$ cat src/hdl/jcs_pkg.sv
`default_nettype none

package jcs_pkg;

	// Depth of the result queue; it must hold at least the two results of one byte.
	localparam int FIFO_DEPTH = 4;

	// Characters with a meaning of their own in the text.
	localparam logic [7:0] CH_SLASH = 8'h2F;
	localparam logic [7:0] CH_STAR  = 8'h2A;
	localparam logic [7:0] CH_NL    = 8'h0A;
	localparam logic [7:0] CH_QUOTE = 8'h22;
	localparam logic [7:0] CH_BSL   = 8'h5C;

	// One result as it leaves the block.
	typedef struct packed {
		logic [7:0] char_out;
		logic       run_last;
		logic       text_end;
	} result_t;

	// Results produced by one byte: count of valid results, then the results in order.
	typedef struct packed {
		logic [1:0] cnt;
		result_t    res0;
		result_t    res1;
	} push_t;

endpackage

`default_nettype wire

$ cat src/hdl/jcs_scan.sv
`default_nettype none

module jcs_scan (
	input  wire logic           clk,
	input  wire logic           arst_n,
	input  wire logic           in_valid,
	output logic                in_ready,
	input  wire logic [7:0]     char_in,
	input  wire logic           is_final,
	input  wire logic           room,
	output jcs_pkg::push_t      push
);
	import jcs_pkg::*;

	typedef enum logic [2:0] {
		M_NORMAL = 3'd0,
		M_STRING = 3'd1,
		M_ESCAPE = 3'd2,
		M_LINE   = 3'd3,
		M_BLOCK  = 3'd4,
		M_BSTAR  = 3'd5,
		M_SLASH  = 3'd6
	} mode_t;

	mode_t      mode_q;
	mode_t      mode_d;
	logic       valid_s1;
	logic [7:0] char_s1;
	logic       fin_s1;
	logic       advance;
	logic [1:0] n;
	logic [7:0] b0;

	// The input register moves on whenever the queue can take two more results.
	assign advance  = valid_s1 && room;
	assign in_ready = !valid_s1 || room;

	// Input register.
	always_ff @(posedge clk or negedge arst_n) begin
		if (!arst_n) begin
			valid_s1 <= 1'b0;
		end else if (in_ready) begin
			valid_s1 <= in_valid;
		end
	end

	always_ff @(posedge clk) begin
		if (in_ready && in_valid) begin
			char_s1 <= char_in;
			fin_s1  <= is_final;
		end
	end

	// Scan mode transitions and the bytes that one input byte lets through.
	always_comb begin
		n      = 2'd0;
		b0     = char_s1;
		mode_d = mode_q;
		case (mode_q)
			M_STRING: begin
				n = 2'd1;
				if (char_s1 == CH_BSL) begin
					mode_d = M_ESCAPE;
				end else if (char_s1 == CH_QUOTE) begin
					mode_d = M_NORMAL;
				end
			end
			M_ESCAPE: begin
				n      = 2'd1;
				mode_d = M_STRING;
			end
			M_LINE: begin
				if (char_s1 == CH_NL) begin
					n      = 2'd1;
					mode_d = M_NORMAL;
				end
			end
			M_BLOCK: begin
				if (char_s1 == CH_STAR) begin
					mode_d = M_BSTAR;
				end
			end
			M_BSTAR: begin
				if (char_s1 == CH_SLASH) begin
					mode_d = M_NORMAL;
				end else if (char_s1 != CH_STAR) begin
					mode_d = M_BLOCK;
				end
			end
			M_SLASH: begin
				if (char_s1 == CH_SLASH) begin
					mode_d = M_LINE;
				end else if (char_s1 == CH_STAR) begin
					mode_d = M_BLOCK;
				end else begin
					// The held slash was no comment opener: release it before this byte.
					n      = 2'd2;
					b0     = CH_SLASH;
					mode_d = (char_s1 == CH_QUOTE) ? M_STRING : M_NORMAL;
				end
			end
			default: begin
				if (char_s1 == CH_QUOTE) begin
					n      = 2'd1;
					mode_d = M_STRING;
				end else if (char_s1 == CH_SLASH) begin
					mode_d = M_SLASH;
				end else begin
					n      = 2'd1;
					mode_d = M_NORMAL;
				end
			end
		endcase
		// At the end of the text a held slash goes out and the mode returns to normal.
		if (fin_s1) begin
			if (mode_d == M_SLASH) begin
				n  = 2'd1;
				b0 = CH_SLASH;
			end
			mode_d = M_NORMAL;
		end
	end

	// Mode state.
	always_ff @(posedge clk or negedge arst_n) begin
		if (!arst_n) begin
			mode_q <= M_NORMAL;
		end else if (advance) begin
			mode_q <= mode_d;
		end
	end

	// Results handed to the queue.
	always_comb begin
		push.cnt           = advance ? n : 2'd0;
		push.res0.char_out = b0;
		push.res0.run_last = (n == 2'd1);
		push.res0.text_end = fin_s1;
		push.res1.char_out = char_s1;
		push.res1.run_last = 1'b1;
		push.res1.text_end = fin_s1;
	end

	// After the last byte of a text has been scanned, the mode is normal again.
	a_final_resets_mode: assert property (@(posedge clk) disable iff (!arst_n)
		(advance && fin_s1) |=> (mode_q == M_NORMAL))
		else $error("mode not normal after final byte");

	// A pair of results always starts with a released slash.
	a_pair_starts_slash: assert property (@(posedge clk) disable iff (!arst_n)
		(push.cnt == 2'd2) |-> (push.res0.char_out == CH_SLASH))
		else $error("result pair without leading slash");

	// Results appear only when the input register moves on.
	a_push_needs_advance: assert property (@(posedge clk) disable iff (!arst_n)
		(push.cnt != 2'd0) |-> advance)
		else $error("results pushed without a scanned byte");

	// No slash stays held across the end of a text.
	a_no_held_after_end: assert property (@(posedge clk) disable iff (!arst_n)
		(advance && fin_s1) |-> (mode_d == M_NORMAL))
		else $error("slash held past end of text");

endmodule

`default_nettype wire

$ cat src/hdl/jcs_out_fifo.sv
`default_nettype none

module jcs_out_fifo #(
	parameter int Depth = jcs_pkg::FIFO_DEPTH
) (
	input  wire logic            clk,
	input  wire logic            arst_n,
	input  wire jcs_pkg::push_t  push,
	output logic                 room,
	output logic                 out_valid,
	input  wire logic            out_ready,
	output logic [7:0]           char_out,
	output logic                 run_last,
	output logic                 text_end
);
	import jcs_pkg::*;

	localparam int PW = (Depth > 1) ? $clog2(Depth) : 1;
	localparam int CW = $clog2(Depth + 1);

	result_t         mem [Depth];
	logic [PW-1:0]   wr_q;
	logic [PW-1:0]   rd_q;
	logic [PW-1:0]   wr1;
	logic [PW-1:0]   wr2;
	logic [CW-1:0]   count_q;
	logic            pop;

	function automatic logic [PW-1:0] ptr_inc(input logic [PW-1:0] p);
		return (p == PW'(Depth - 1)) ? '0 : p + 1'b1;
	endfunction

	// Room for the worst case of two results from the next byte.
	assign room      = (count_q <= CW'(Depth - 2));
	assign out_valid = (count_q != '0);
	assign pop       = out_valid && out_ready;
	assign wr1       = ptr_inc(wr_q);
	assign wr2       = ptr_inc(wr1);

	// Result storage.
	always_ff @(posedge clk) begin
		if (push.cnt != 2'd0) begin
			mem[wr_q] <= push.res0;
		end
		if (push.cnt == 2'd2) begin
			mem[wr1] <= push.res1;
		end
	end

	// Pointers and fill level.
	always_ff @(posedge clk or negedge arst_n) begin
		if (!arst_n) begin
			wr_q    <= '0;
			rd_q    <= '0;
			count_q <= '0;
		end else begin
			case (push.cnt)
				2'd1:    wr_q <= wr1;
				2'd2:    wr_q <= wr2;
				default: wr_q <= wr_q;
			endcase
			if (pop) begin
				rd_q <= ptr_inc(rd_q);
			end
			count_q <= count_q + CW'(push.cnt) - CW'(pop);
		end
	end

	// Head of the queue drives the result transfer.
	assign char_out = mem[rd_q].char_out;
	assign run_last = mem[rd_q].run_last;
	assign text_end = mem[rd_q].text_end;

	// The fill level never exceeds the depth.
	a_no_overflow: assert property (@(posedge clk) disable iff (!arst_n)
		count_q <= CW'(Depth))
		else $error("result queue overflow");

	// Results are only pushed while there is room for them.
	a_push_with_room: assert property (@(posedge clk) disable iff (!arst_n)
		(push.cnt != 2'd0) |-> room)
		else $error("push into a full result queue");

	// The fill level follows pushes and pops exactly.
	a_count_tracks: assert property (@(posedge clk) disable iff (!arst_n)
		1'b1 |=> (count_q == $past(count_q) + CW'($past(push.cnt)) - CW'($past(pop))))
		else $error("fill level out of step");

endmodule

`default_nettype wire

$ cat src/hdl/json_comment_stripper_top.sv
// JSON-with-comments stripper: takes one byte of text per transfer and passes on only the
// bytes that lie outside line and block comments, keeping the newline that closes a line
// comment and leaving quoted strings and their escapes untouched. A byte enters every cycle in which
// in_ready is high; it is scanned from the input register and its results then leave through the queue.
// A slash is held until the next byte shows whether it opens a comment, so a byte may give
// no result, one result, or two (the held slash, then the byte); run_last marks the last
// result of each byte and text_end marks every result of the byte flagged is_final. The
// results go into a small queue of FifoDepth entries, and in_ready stays high as long as
// that queue has two free entries, so the input rate is one byte per cycle for as long as
// the output side takes one result per cycle.
`default_nettype none

module json_comment_stripper_top #(
	parameter int FifoDepth = jcs_pkg::FIFO_DEPTH
) (
	input  wire logic       clk,
	input  wire logic       arst_n,
	input  wire logic       in_valid,
	output logic            in_ready,
	input  wire logic [7:0] char_in,
	input  wire logic       is_final,
	output logic            out_valid,
	input  wire logic       out_ready,
	output logic [7:0]      char_out,
	output logic            run_last,
	output logic            text_end
);
	import jcs_pkg::*;

	push_t push;
	logic  room;

	// Mode tracking and result selection.
	jcs_scan u_scan (
		.clk      (clk),
		.arst_n   (arst_n),
		.in_valid (in_valid),
		.in_ready (in_ready),
		.char_in  (char_in),
		.is_final (is_final),
		.room     (room),
		.push     (push)
	);

	// Queue between the scanner and the result transfer.
	jcs_out_fifo #(
		.Depth (FifoDepth)
	) u_out_fifo (
		.clk       (clk),
		.arst_n    (arst_n),
		.push      (push),
		.room      (room),
		.out_valid (out_valid),
		.out_ready (out_ready),
		.char_out  (char_out),
		.run_last  (run_last),
		.text_end  (text_end)
	);

endmodule

`default_nettype wire
$ cat config.mk
export PLATFORM = sky130hd
export DESIGN_NAME = json_comment_stripper_top
export DESIGN_NICKNAME = d
export VERILOG_FILES = /design/src/hdl/jcs_pkg.sv /design/src/hdl/jcs_scan.sv /design/src/hdl/jcs_out_fifo.sv /design/src/hdl/json_comment_stripper_top.sv
export SDC_FILE = /design/constraint.sdc
export NUM_CORES = 1
export LEC_CHECK = 0
export BUFFER_PORTS_ARGS = -buffer_cell sky130_fd_sc_hd__buf_2
export CORE_AREA = 2 2 76 78
export CTS_CLUSTER_SIZE = 28
export DETAILED_ROUTE_END_ITERATION = 8
export DIE_AREA = 0 0 78 80
export HOLD_SLACK_MARGIN = 0.03
export PLACE_DENSITY = 0.79
export SLEW_MARGIN = 10
export SYNTH_ARGS = -nofsm -noshare
export SYNTH_HDL_FRONTEND = slang
export SYNTH_SLANG_ARGS = --single-unit
export TNS_END_PERCENT = 50
$ cat constraint.sdc
create_clock -name clk -period 3.65 [get_ports clk]
set_input_delay 0.9125 -clock clk [delete_from_list [all_inputs] [get_ports clk]]
set_output_delay 0.9125 -clock clk [all_outputs]
set_load 0.05 [all_outputs]
======== Yosys cells after proc, flatten, opt, wreduce, memory -nomap -nowiden ========
Memories as Yosys holds them, arrays and structs flattened.
Index checks and enable logic that the tools add are counted.
word-level totals
  input bits .............................. 13
  output and inout port bits .............. 12
  RAM bits ................................ 40
  bits in registers ....................... 20
  logic and storage cells ................. 78
  memories ................................ 1
operators by class
  reduce and logical (&&, ||, !) cells .... 10
  add/sub/neg operators ................... 5
  mux-type cells .......................... 35
  equality and inequality tests ........... 19
  order comparisons ....................... 1
memories
  memory          words  width  rd ports  clocked after Yosys merged registers in  wr ports  line                text
  u_out_fifo.mem  4      10     1         0                                        2         jcs_out_fifo.sv:21  result_t mem [Depth];
operators with widths
  operator               number
  $mux W8                5
  $mux W3                11
  $eq A8 B6 Y1 const B   3
  $mux W2                9
  $pmux W3 S6            1
  $eq A3 B3 Y1 const B   4
  $eq A2 B2 Y1 const B   4
  $eq A8 B4 Y1 const B   1
  $eq A8 B7 Y1 const B   1
  $ne A8 B6 Y1 const B   1
  $pmux W2 S4            1
  $mux W1                7
  $add A2 B1 Y2 const B  3
  $eq A3 B2 Y1 const B   2
  $eq A2 B1 Y1 const B   2
  $pmux W2 S2            1
  $reduce_bool A2 Y1     2
  $reduce_or A2 Y1       2
  $add A3 B2 Y3          1
  $eq A3 B1 Y1 const B   1
  $le A3 B2 Y1 const B   1
  $logic_and A1 B1 Y1    3
  $reduce_bool A3 Y1     1
  $sub A3 B1 Y3          1
  2 further kinds        2

======== Logic depth before layout (Yosys ltp) ========
Gate-level depths: netlist of the first run.
  depth after elaboration ................. 12
  mapped depth ............................ 13
  mapped depth without buffers ............ 12

======== Cells and area by module ========
A second synthesis of the first run with hierarchy kept.
second synthesis, totals
  cells, all modules ...................... 252
  area total of the unflattened synthesis .. 3394.5 um2
by module, submodules not included
  module        area each (um2)  sequential area each (um2)  cells each  times used
  jcs_out_fifo  2486.1           1376.3                      155         1
  jcs_scan      908.4            370.4                       97          1

======== Worst setup path after synthesis of the first run ========
Ideal clock, no wire load.
  path kind ............................... register to register
  start ................................... register u_scan.char_s1[4]
  end ..................................... register u_out_fifo.count_q[2]
  setup slack ............................. 0.495 ns
  path buffers ............................ 1
  clock period less this slack ............ 3.155 ns
  data required time ...................... 3.527 ns
  cell stages (with the launch flop) ...... 14
  arrival time ............................ 3.032 ns
  library setup time ...................... 0.123 ns
  path through ............................ edfxtp_1 -> or4b_1 -> buf_2 -> or3_1 -> o211ai_1 -> nand3_2 -> a31o_2 -> ha_1 -> inv_1 -> ha_1 -> inv_1 -> fa_1 -> xor2_1 -> xnor2_1
between the ends
  longest elaborated chain between the ends .. 11
  elaborated cells between the ends (all ways) .. 30
  those cells by class .................... 2 x add/sub; 7 x eq/ne; 21 x mux
ends and longest elaborated chain
  what                    line                                             text
  start, declared         jcs_scan.sv:28                                   logic [7:0] char_s1;
  start signal, assigned  jcs_scan.sv:49                                   char_s1 <= char_in;
  $eq A8 B6 Y1            jcs_scan.sv:64, jcs_scan.sv:99, jcs_scan.sv:103
  $mux W1                 jcs_scan.sv:99                                   mode_d = (char_s1 == CH_QUOTE) ? M_STRING : M_NORMAL;
  $mux W3                 jcs_scan.sv:93                                   end else if (char_s1 == CH_STAR) begin
  $mux W3                 jcs_scan.sv:91                                   if (char_s1 == CH_SLASH) begin
  $pmux W3 S6             jcs_scan.sv:59                                   case (mode_q)
  $eq A3 B3 Y1            jcs_scan.sv:116                                  if (mode_d == M_SLASH) begin
  $mux W2                 jcs_scan.sv:116
  $mux W2 *               jcs_scan.sv:115                                  if (fin_s1) begin
  $mux W2 *               jcs_scan.sv:135                                  push.cnt = advance ? n : 2'd0;
  $add A3 B2 Y3 *         jcs_out_fifo.sv:65                               count_q <= count_q + CW'(push.cnt) - CW'(pop);
  $sub A3 B1 Y3 *         jcs_out_fifo.sv:65
  end signal, assigned    jcs_out_fifo.sv:65
  end, declared           jcs_out_fifo.sv:26                               logic [CW-1:0] count_q;
Every way passes the cells marked *; elsewhere a longest branch is shown, timed or not.
A chain may end at the register's enable or synchronous reset.

======== Worst setup path in the final report of the first run ========
Ends and elaborated chain as after synthesis.

==> results.py, run 1 <==
metrics = {
    "synthesis": {
        "yosysUniqueCellTypes": 48,
        "avgSynthCellArea_um2": 12.2,
        "synth.cell_area_mm2": 0.00314,
        "synth_compound_area_frac": 0.115,
        "async_flop_share": 0.183,
        "synthAdderAreaFrac": 0.0502,
        "synthMuxAreaShare": 0.0785,
        "ys.flop_type": "edfxtp_1",
        "ys_ff_latch": 60,
        "synth.net_count": 283,
        "ys_warn_count": 0,
        "synthSimpleGateAreaFrac": 0.171,
        "syn_inst": 258,
        "synth_xor_area_frac": 0.00836,
        "synth_edf_count": 45,
        "synth_top_family_by_area": "simple AND/OR/NAND/NOR gates",
        "ys_seq_area_frac": 0.543,
    },
    "timing": {
        "hold_viol": 0,
        "period_needed_ps": 3390,
        "relSlewSlack": 0.517,
        "fmax_mhz": 295,
        "tightestPinTransition_ps": 725,
        "slew_viol_final": 0,
        "clock_skew_ps": 7.99,
        "finalCritPeriodShare": 0.930,
        "fin_setup_tns_ps": 0,
        "setup_viol": 0,
        "finalHoldWorstSlack_ps": 429,
        "rsz0062_at_grt": "no",
    },
    "die": {
        "fp.coreArea_mm2": 0.00541,
        "die_w_um": 78,
        "dieArea_mm2": 0.00624,
        "num_rows": 27,
        "num_io_pins": 25,
        "die_h_um": 80,
        "initial_core_util": 0.581,
    },
    "critical_path": {
        "reg2reg_slack_ps": 260,
        "timing.rr.end": "u_out_fifo.count_q[2]",
        "reg2reg_depth": 11,
        "endpoint": "u_out_fifo.count_q[2]",
        "crit_type": "flop to flop",
        "critPathArrivalTime_ps": 3620,
        "worst_ep_required_time_ps": 3880,
        "cp_max_fo": 8,
        "cp-end-kind": "flop",
        "regToRegStartpoint": "u_scan.char_s1[4]",
        "start_kind": "flop",
        "setup.worst_path.start": "u_scan.char_s1[4]",
    },
    "drt": {
        "wl_per_cell_um": 17.6,
        "ant_nets": 0,
        "dr.pass1.iters": 5,
        "first_iter_violations": 231,
        "routed_wl_um": 6430,
        "num_vias": 2199,
        "via_per_inst": 6.01,
        "drc": 0,
    },
    "global_route": {
        "use_met2": 0.369,
        "grt_pass1_vias": 2205,
        "grt-ovfl-total": 0,
        "grt_pass1_wl_um": 10900,
        "grt_util_met3": 0.0520,
        "antenna_found_initial": 0,
        "busiest_layer": "met2",
        "track_usage": 0.237,
        "grt_max_degree": 18,
        "grtUsageMet1": 0.320,
    },
    "cells_and_area": {
        "layout.nets": 315,
        "finish.utilization": 0.666,
        "areaGrowthSynthToFinish_pct": 14.5,
        "final_cell_mix": "edfxtp_1 (45), buf_2 (24), and2_1 (18), o21ai_0 (16), nand2b_1 (15)",
        "drive_gt1_frac": 0.224,
        "diodes": 0,
        "final_common_cell": "edfxtp_1",
    },
    "cts": {
        "clock-sinks": 60,
        "cts_tree": "built",
        "ctsResizeCount": 0,
        "path_clk_slew_ps": 70,
        "cts_setup_buffers": 0,
        "cts-root-buf": "clkbuf_8",
        "cts-htree-levels": 3,
        "clock_latency_ps": 340,
        "cts_made_buffers": 9,
        "hold_buffers": 0,
        "clockBufferDepth": 2,
    },
    "pwr": {
        "p_leak_nw": 1.36,
        "powerDensity_mw_per_mm2": 798,
        "worst_ir_drop_vdd_v": 0.000470,
    },
    "min_path": {
        "hold_path_class": "input pin to async pin",
    },
    "job": {
        "cap_violations": 0,
    },
    "placed_design": {
        "io_buffer_count": 24,
        "hpwl_um": 4750,
        "gp_congestion": 0.901,
    },
    "status": {
        "run_status": "complete, no violations",
    },
}
final cells by class:
cell class	instances	area, um2
clock inverters	6	104
clock buffers	9	124
flip-flops and latches	60	1710
fillers	427	1810
multi-input cells	174	1340
well taps	72	90.1
repair buffers	34	195
inverters	11	41.3
cell usage after synthesis (2+ instances only):
cell type  number  area (um2)
inv_1          11        41.3
buf_2           5        25.0
a21oi_1         9        45.0
dfrtp_1        11         275
edfxtp_1       45        1350
nor2b_1         4        25.0
nor4b_1         2        17.5
nand2_1        12        45.0
a32oi_1         2        17.5
and2_1         18         113
or3_1           3        18.8
dfxtp_1         4        80.1
nor3_1          6        30.0
ha_1           11         138
a31oi_1         6        37.5
nand3_1         9        45.0
nand2b_1       15        93.8
xor2_1          2        17.5
clkbuf_1        5        18.8
buf_1           2        7.51
mux4_2         10         225
o211ai_1        4        30.0
o21ai_0        16        80.1
o21a_1         12        90.1
nor2_1         11        41.3
state kept, by name, indices dropped and copies added (netlist names):
register	count
u_out_fifo.rd_q	2
u_out_fifo.count_q	3
u_out_fifo.mem	40
u_scan.fin_s1	1
u_scan.valid_s1	1
u_scan.char_s1	8
u_scan.mode_q	3
u_out_fifo.wr_q	2
routing by layer:
| layer | up-vias | part of all wire |
|---|---|---|
| li1 | 1032 | - |
| met1 | 1055 | 0.44 |
| met2 | 96 | 0.47 |
| met3 | 16 | 0.062 |
| met4 | 0 | 0.023 |
| met5 | - | 0 |
where the power goes:
group	internal (mW)	leakage, nW	total, mW	switching (mW)
Sequential	0.903	0.583	1.08	0.181
Combinational	0.409	0.662	1.08	0.675
Clock	0.445	0.116	0.703	0.258
through the flow:
| step | instances | total power [mW] | instance area (um2) | worst slack [ps] |
|---|---|---|---|---|
| after CTS | 366 | 2.88 | 3590 | 112 |
| after global placement | 351 | 2.16 | 3360 | 272 |
| after detailed placement | 351 | 2.18 | 3360 | 146 |
| final | 366 | 2.87 | 3600 | 256 |
| after global routing | 366 | 3.03 | 3600 | 87.4 |
| after floorplan | 258 | 1.92 | 3140 | 495 |
worst min path at each step:
stage,to,start,depth (start not counted)
detailed placement,u_out_fifo.count_q[2],u_out_fifo.count_q[2],1
finish,u_out_fifo.rd_q[0],arst_n,1
global route,u_out_fifo.wr_q[0],arst_n,1
floorplan,u_out_fifo.count_q[2],u_out_fifo.count_q[2],1
global placement,u_out_fifo.count_q[2],u_out_fifo.count_q[2],1
CTS,u_out_fifo.rd_q[0],arst_n,1
cell families (layout without fill, tap and decap cells):
kind of cell / count (synthesis) / after routing
fa+ha+maj: 12 / 12
buf+inv: 24 / 60
mux: 12 / 12
xor+xnor: 3 / 3
compound gates: 56 / 56
simple gates: 91 / 91
flops: 60 / 60
worst max-delay path, cell delays in order (launching register included):
cell	delay [ps]
edfxtp_1	470
or4_2	690
o21ai_0	340
a32oi_1	280
a31o_2	330
ha_1	290
inv_1	50
ha_1	130
inv_1	50
fa_1	360
xor2_1	160
xnor2_1	120
Power figures use the tool's default switching activity.
==> inputs of run 2 (changes only) <==
Settings changed: CELL_PAD_IN_SITES_DETAIL_PLACEMENT set to 1, CELL_PAD_IN_SITES_GLOBAL_PLACEMENT set to 2, CORE_AREA 2 2 76 78 to 2 2 91 93, DIE_AREA 0 0 78 80 to 0 0 93 95.
==> run 2 against run 1 <==
Compared with the run above: worst setup slack improved by 4.9 ps; critical path type unchanged; maximum frequency grew 0.14%; critical path depth is the same; critical endpoint unchanged; largest power group is now combinational logic; global-route usage fell by 5.5 points; non-clock buffer count fell by 1.
==> results.py, run 2 (synthesized netlist as in run 1, its figures left out) <==
metrics = {
    "status": {
        "run_status": "complete, no violations",
    },
    "global_route": {
        "grt_pass1_wl_um": 11900,
        "grt-ovfl-total": 0,
        "grt_max_degree": 17,
        "antenna_found_initial": 0,
        "grt_pass1_vias": 2236,
        "track_usage": 0.182,
    },
    "cts": {
        "clock_latency_ps": 340,
        "cts_made_buffers": 9,
        "clock-sinks": 60,
        "cts-root-buf": "clkbuf_8",
        "cts-htree-levels": 3,
        "cts_setup_buffers": 0,
        "path_clk_slew_ps": 70,
        "cts_tree": "built",
        "clockBufferDepth": 2,
    },
    "critical_path": {
        "crit_type": "flop to flop",
        "critPathArrivalTime_ps": 3660,
        "cp_max_fo": 8,
        "cp-end-kind": "flop",
        "start_kind": "flop",
        "reg2reg_depth": 11,
        "worst_ep_required_time_ps": 3920,
    },
    "die": {
        "initial_core_util": 0.396,
        "dieArea_mm2": 0.00884,
        "fp.coreArea_mm2": 0.00793,
        "die_w_um": 93,
        "die_h_um": 95,
        "num_rows": 33,
        "num_io_pins": 25,
    },
    "drt": {
        "wl_per_cell_um": 18.4,
        "via_per_inst": 5.44,
        "first_iter_violations": 134,
        "routed_wl_um": 7340,
        "dr.pass1.iters": 4,
        "num_vias": 2169,
        "ant_nets": 0,
        "drc": 0,
        "wl_met3_um": 229,
        "wl_met2_um": 3510,
        "highest_layer": "met4",
        "wirelength_met1_um": 3480,
    },
    "pwr": {
        "p_leak_nw": 1.35,
        "power_frac_seq": 0.381,
        "netSwitchingPower_mw": 1.15,
        "p_comb_frac": 0.391,
        "worst_ir_drop_vdd_v": 0.000399,
        "p_total_mw": 2.86,
        "clkPwrFrac": 0.228,
        "power.internal_mw": 1.70,
        "powerDensity_mw_per_mm2": 786,
        "switching_share": 0.404,
    },
    "placed_design": {
        "postPlaceCellArea_mm2": 0.00342,
        "place_ws_ps": 279,
        "io_buffer_count": 24,
        "dp_cells": 383,
        "gp_congestion": 0.821,
        "hpwl_um": 5370,
    },
    "timing": {
        "fmax_mhz": 295,
        "relSlewSlack": 0.491,
        "clock_skew_ps": 7.82,
        "setup_viol": 0,
        "hold_viol": 0,
        "final_critical_path_setup_slack_ps": 261,
        "period_needed_ps": 3390,
        "slew_viol_final": 0,
        "finalHoldWorstSlack_ps": 436,
        "rsz0062_at_grt": "no",
        "finalCritPeriodShare": 0.928,
        "fin_setup_tns_ps": 0,
        "tightestPinTransition_ps": 763,
    },
    "cells_and_area": {
        "instances_no_fill": 399,
        "reg_top3": "u_out_fifo.mem: 40 flops, u_scan.char_s1: 8 flops",
        "top_register": "u_out_fifo.mem",
        "final_cell_mix": "edfxtp_1 (45), buf_2 (24), and2_1 (18), o21ai_0 (16), nand2b_1 (15)",
        "layout.nets": 314,
        "final_common_cell": "edfxtp_1",
        "diodes": 0,
        "finish.utilization": 0.458,
        "final_cell_area_mm2": 0.00363,
        "areaGrowthSynthToFinish_pct": 15.7,
        "num-fill-cells": 901,
        "largest_reg_flops": 40,
        "drive_gt1_frac": 0.214,
    },
    "job": {
        "cap_violations": 0,
    },
    "min_path": {
        "hold_path_class": "input pin to async pin",
    },
}
run 2: timing repair:
item                                   4_1_cts  5_1_grt
hold buffers                                 0        0
endpoints found under the hold margin        0        0
gates resized for setup                      0        1
setup endpoints to repair                    0        1
run 2: layout make-up:
type	count	area [um2]	share of cell area
inverters	11	41.3	0.0114
repair buffers	33	213	0.0585
multi-input cells	174	1330	0.367
clock inverters	5	76.3	0.0210
flip-flops and latches	60	1710	0.470
clock buffers	11	131	0.0362
well taps	105	131	0.0362
run 2: final timing paths:
check,start,endpoint,slack (ps)
min in group clk,u_out_fifo.count_q[2],u_out_fifo.count_q[2],490
max in group asynchronous,arst_n,u_out_fifo.wr_q[1],2990
setup / recovery,u_scan.char_s1[4],u_out_fifo.count_q[2],260
hold reg to reg,u_out_fifo.count_q[2],u_out_fifo.count_q[2],490
hold / removal,arst_n,u_scan.mode_q[2],440
setup reg to reg,u_scan.char_s1[4],u_out_fifo.count_q[2],260
run 2: critical path, stage by stage (launching register included):
cell and delay (ps):
edfxtp_1 480, or4_2 680, o21ai_0 340, a32oi_1 270, a31o_2 330, ha_1 290, inv_1 60, ha_1 130
inv_1 50, fa_1 370, xor2_1 190, xnor2_1 140
run 2: power by group through the flow:
stage,clock [mW],combinational [mW],sequential (mW)
finish,0.652,1.12,1.09
global route,0.690,1.22,1.12
CTS,0.664,1.14,1.09
detailed placement,0,1.13,1.10
global placement,0,1.11,1.10
floorplan,0,0.939,0.983
run 2: metal layers:
| metal | vias to the layer above | GRT usage |
|---|---|---|
| met1 | 1077 | 0.246 |
| met4 | 0 | 0.0588 |
| met5 | - | 0 |
| met2 | 50 | 0.299 |
| li1 | 1027 | - |
| met3 | 15 | 0.0311 |
==> inputs of run 3 (changes only) <==
Clock period 3.65 ns to 3.5 ns, I/O delays scaled along.
==> run 3 against run 2 <==
Compared with the run above: register-to-register slack worse by 70 ps; global-route usage rose by 0.070 points; worst setup slack got worse by 74 ps; die area unchanged; maximum frequency rose by 2.3%; sequential power up 4%; clock skew up 1.5 ps; core utilization increased by 0.63 points; hold slack got worse by 35 ps.
==> results.py, run 3 (synthesized netlist as in run 1, its figures left out) <==
metrics = {
    "min_path": {
        "hold_path_class": "input pin to async pin",
    },
    "cts": {
        "clock-sinks": 60,
        "clockBufferDepth": 2,
        "hold_buffers": 0,
        "clock_latency_ps": 340,
        "cts-htree-levels": 3,
        "cts_made_buffers": 9,
        "path_clk_slew_ps": 70,
        "cts_tree": "built",
        "cts_setup_buffers": 0,
        "cts-root-buf": "clkbuf_8",
    },
    "cells_and_area": {
        "reg_top3": "u_out_fifo.mem: 40 flops, u_scan.char_s1: 8 flops",
        "top_register": "u_out_fifo.mem",
        "largest_reg_flops": 40,
        "final_cell_mix": "edfxtp_1 (45), buf_2 (24), and2_1 (18)",
        "areaGrowthSynthToFinish_pct": 17.2,
        "drive_gt1_frac": 0.233,
        "diodes": 0,
        "instances_no_fill": 405,
        "final_common_cell": "edfxtp_1",
        "layout.nets": 320,
    },
    "timing": {
        "fin_setup_tns_ps": 0,
        "hold_viol": 0,
        "clock_skew_ps": 9.27,
        "fmax_mhz": 302,
        "setup_viol": 0,
        "rsz0062_at_grt": "no",
        "tightestPinTransition_ps": 679,
        "finalCritPeriodShare": 0.946,
        "period_needed_ps": 3310,
        "slew_viol_final": 0,
        "relSlewSlack": 0.548,
    },
    "drt": {
        "dr.pass1.iters": 5,
        "first_iter_violations": 119,
        "via_per_inst": 5.19,
        "num_vias": 2100,
        "drc": 0,
        "ant_nets": 0,
        "wl_per_cell_um": 18.1,
        "routed_wl_um": 7310,
    },
    "status": {
        "run_status": "complete, no violations",
    },
    "global_route": {
        "grt_pass1_vias": 2236,
        "grt_max_degree": 17,
        "use_met2": 0.308,
        "grt_pass1_wl_um": 11900,
        "grt_util_met3": 0.0415,
        "grtUsageMet1": 0.234,
        "track_usage": 0.182,
        "antenna_found_initial": 0,
        "busiest_layer": "met2",
        "grt-ovfl-total": 0,
    },
    "die": {
        "die_h_um": 95,
        "num_io_pins": 25,
        "num_rows": 33,
        "initial_core_util": 0.396,
        "die_w_um": 93,
        "dieArea_mm2": 0.00884,
        "fp.coreArea_mm2": 0.00793,
    },
    "critical_path": {
        "crit_type": "flop to flop",
        "cp-end-kind": "flop",
        "critPathArrivalTime_ps": 3540,
        "cp_cell_sequence": "or4b_1, or3_1, o211ai_1, nand3_2, a31o_2, ha_1, inv_1, ha_1, inv_1, fa_1, xor2_1, xnor2_1",
        "worst_ep_required_time_ps": 3720,
        "start_kind": "flop",
        "cpPeakStageDelay_ps": 590,
        "crit_slowest_cell": "or4b_1",
        "cp_max_fo": 8,
    },
    "pwr": {
        "p_leak_nw": 1.39,
        "worst_ir_drop_vdd_v": 0.000487,
        "powerDensity_mw_per_mm2": 829,
    },
    "job": {
        "cap_violations": 0,
    },
    "placed_design": {
        "dp_cells": 389,
        "io_buffer_count": 24,
        "gp_congestion": 0.793,
        "hpwl_um": 5580,
    },
}
run 3: worst paths after layout:
kind | slack [ps] | end | cells after the start | start
setup reg to reg | 190 | u_out_fifo.count_q[2] | 12 | u_scan.char_s1[7]
min in group clk | 510 | u_out_fifo.mem[0][1] | 2 | u_out_fifo.mem[0][1]
max in group asynchronous | 2890 | u_scan.mode_q[1] | 1 | arst_n
hold reg to reg | 510 | u_out_fifo.mem[0][1] | 2 | u_out_fifo.mem[0][1]
setup / recovery | 190 | u_out_fifo.count_q[2] | 12 | u_scan.char_s1[7]
hold / removal | 400 | u_out_fifo.rd_q[1] | 1 | arst_n
run 3: stage by stage:
step                hold WS (ps)  setup WS, ps  instance area, um2   util  total power [mW]
global placement             478           217                3440  0.434              2.31
floorplan                    462           345                3140      -              2.00
finish                       401           188                3680  0.465              3.05
CTS                          394           122                3670  0.463              3.09
global route                 393          9.24                3680  0.465              3.25
detailed placement           495           168                3440  0.434              2.34
run 3: cell type report:
cell class	count	area (um2)
fillers	886	4240
inverters	11	41.3
well taps	105	131
multi-input cells	174	1340
clock buffers	10	128
clock inverters	6	103
flip-flops and latches	60	1710
repair buffers	39	233
run 3: worst max-delay path: cells and delay by family, from the launching register on:
kind,cells,cell delay [ps]
compound gates,2,420
xor+xnor,2,290
fa+ha+maj,3,790
buf+inv,2,90
flops,1,510
simple gates,3,1080
run 3: repair_timing:
action	4_1_cts	5_1_grt
setup endpoints to repair	0	6
hold endpoints to repair	0	0
gates resized for setup	0	3
run 3: power by group:
part	internal [mW]	switching, mW	leakage, nW
logic	0.448	0.731	0.687
clock network	0.467	0.277	0.115
registers	0.941	0.189	0.583
run 3: metal layers:
metal | share of wire | vias up
li1 | - | 1037
met3 | 0.030 | 8
met5 | 0 | -
met1 | 0.46 | 1020
met2 | 0.50 | 35
met4 | 0.011 | 0
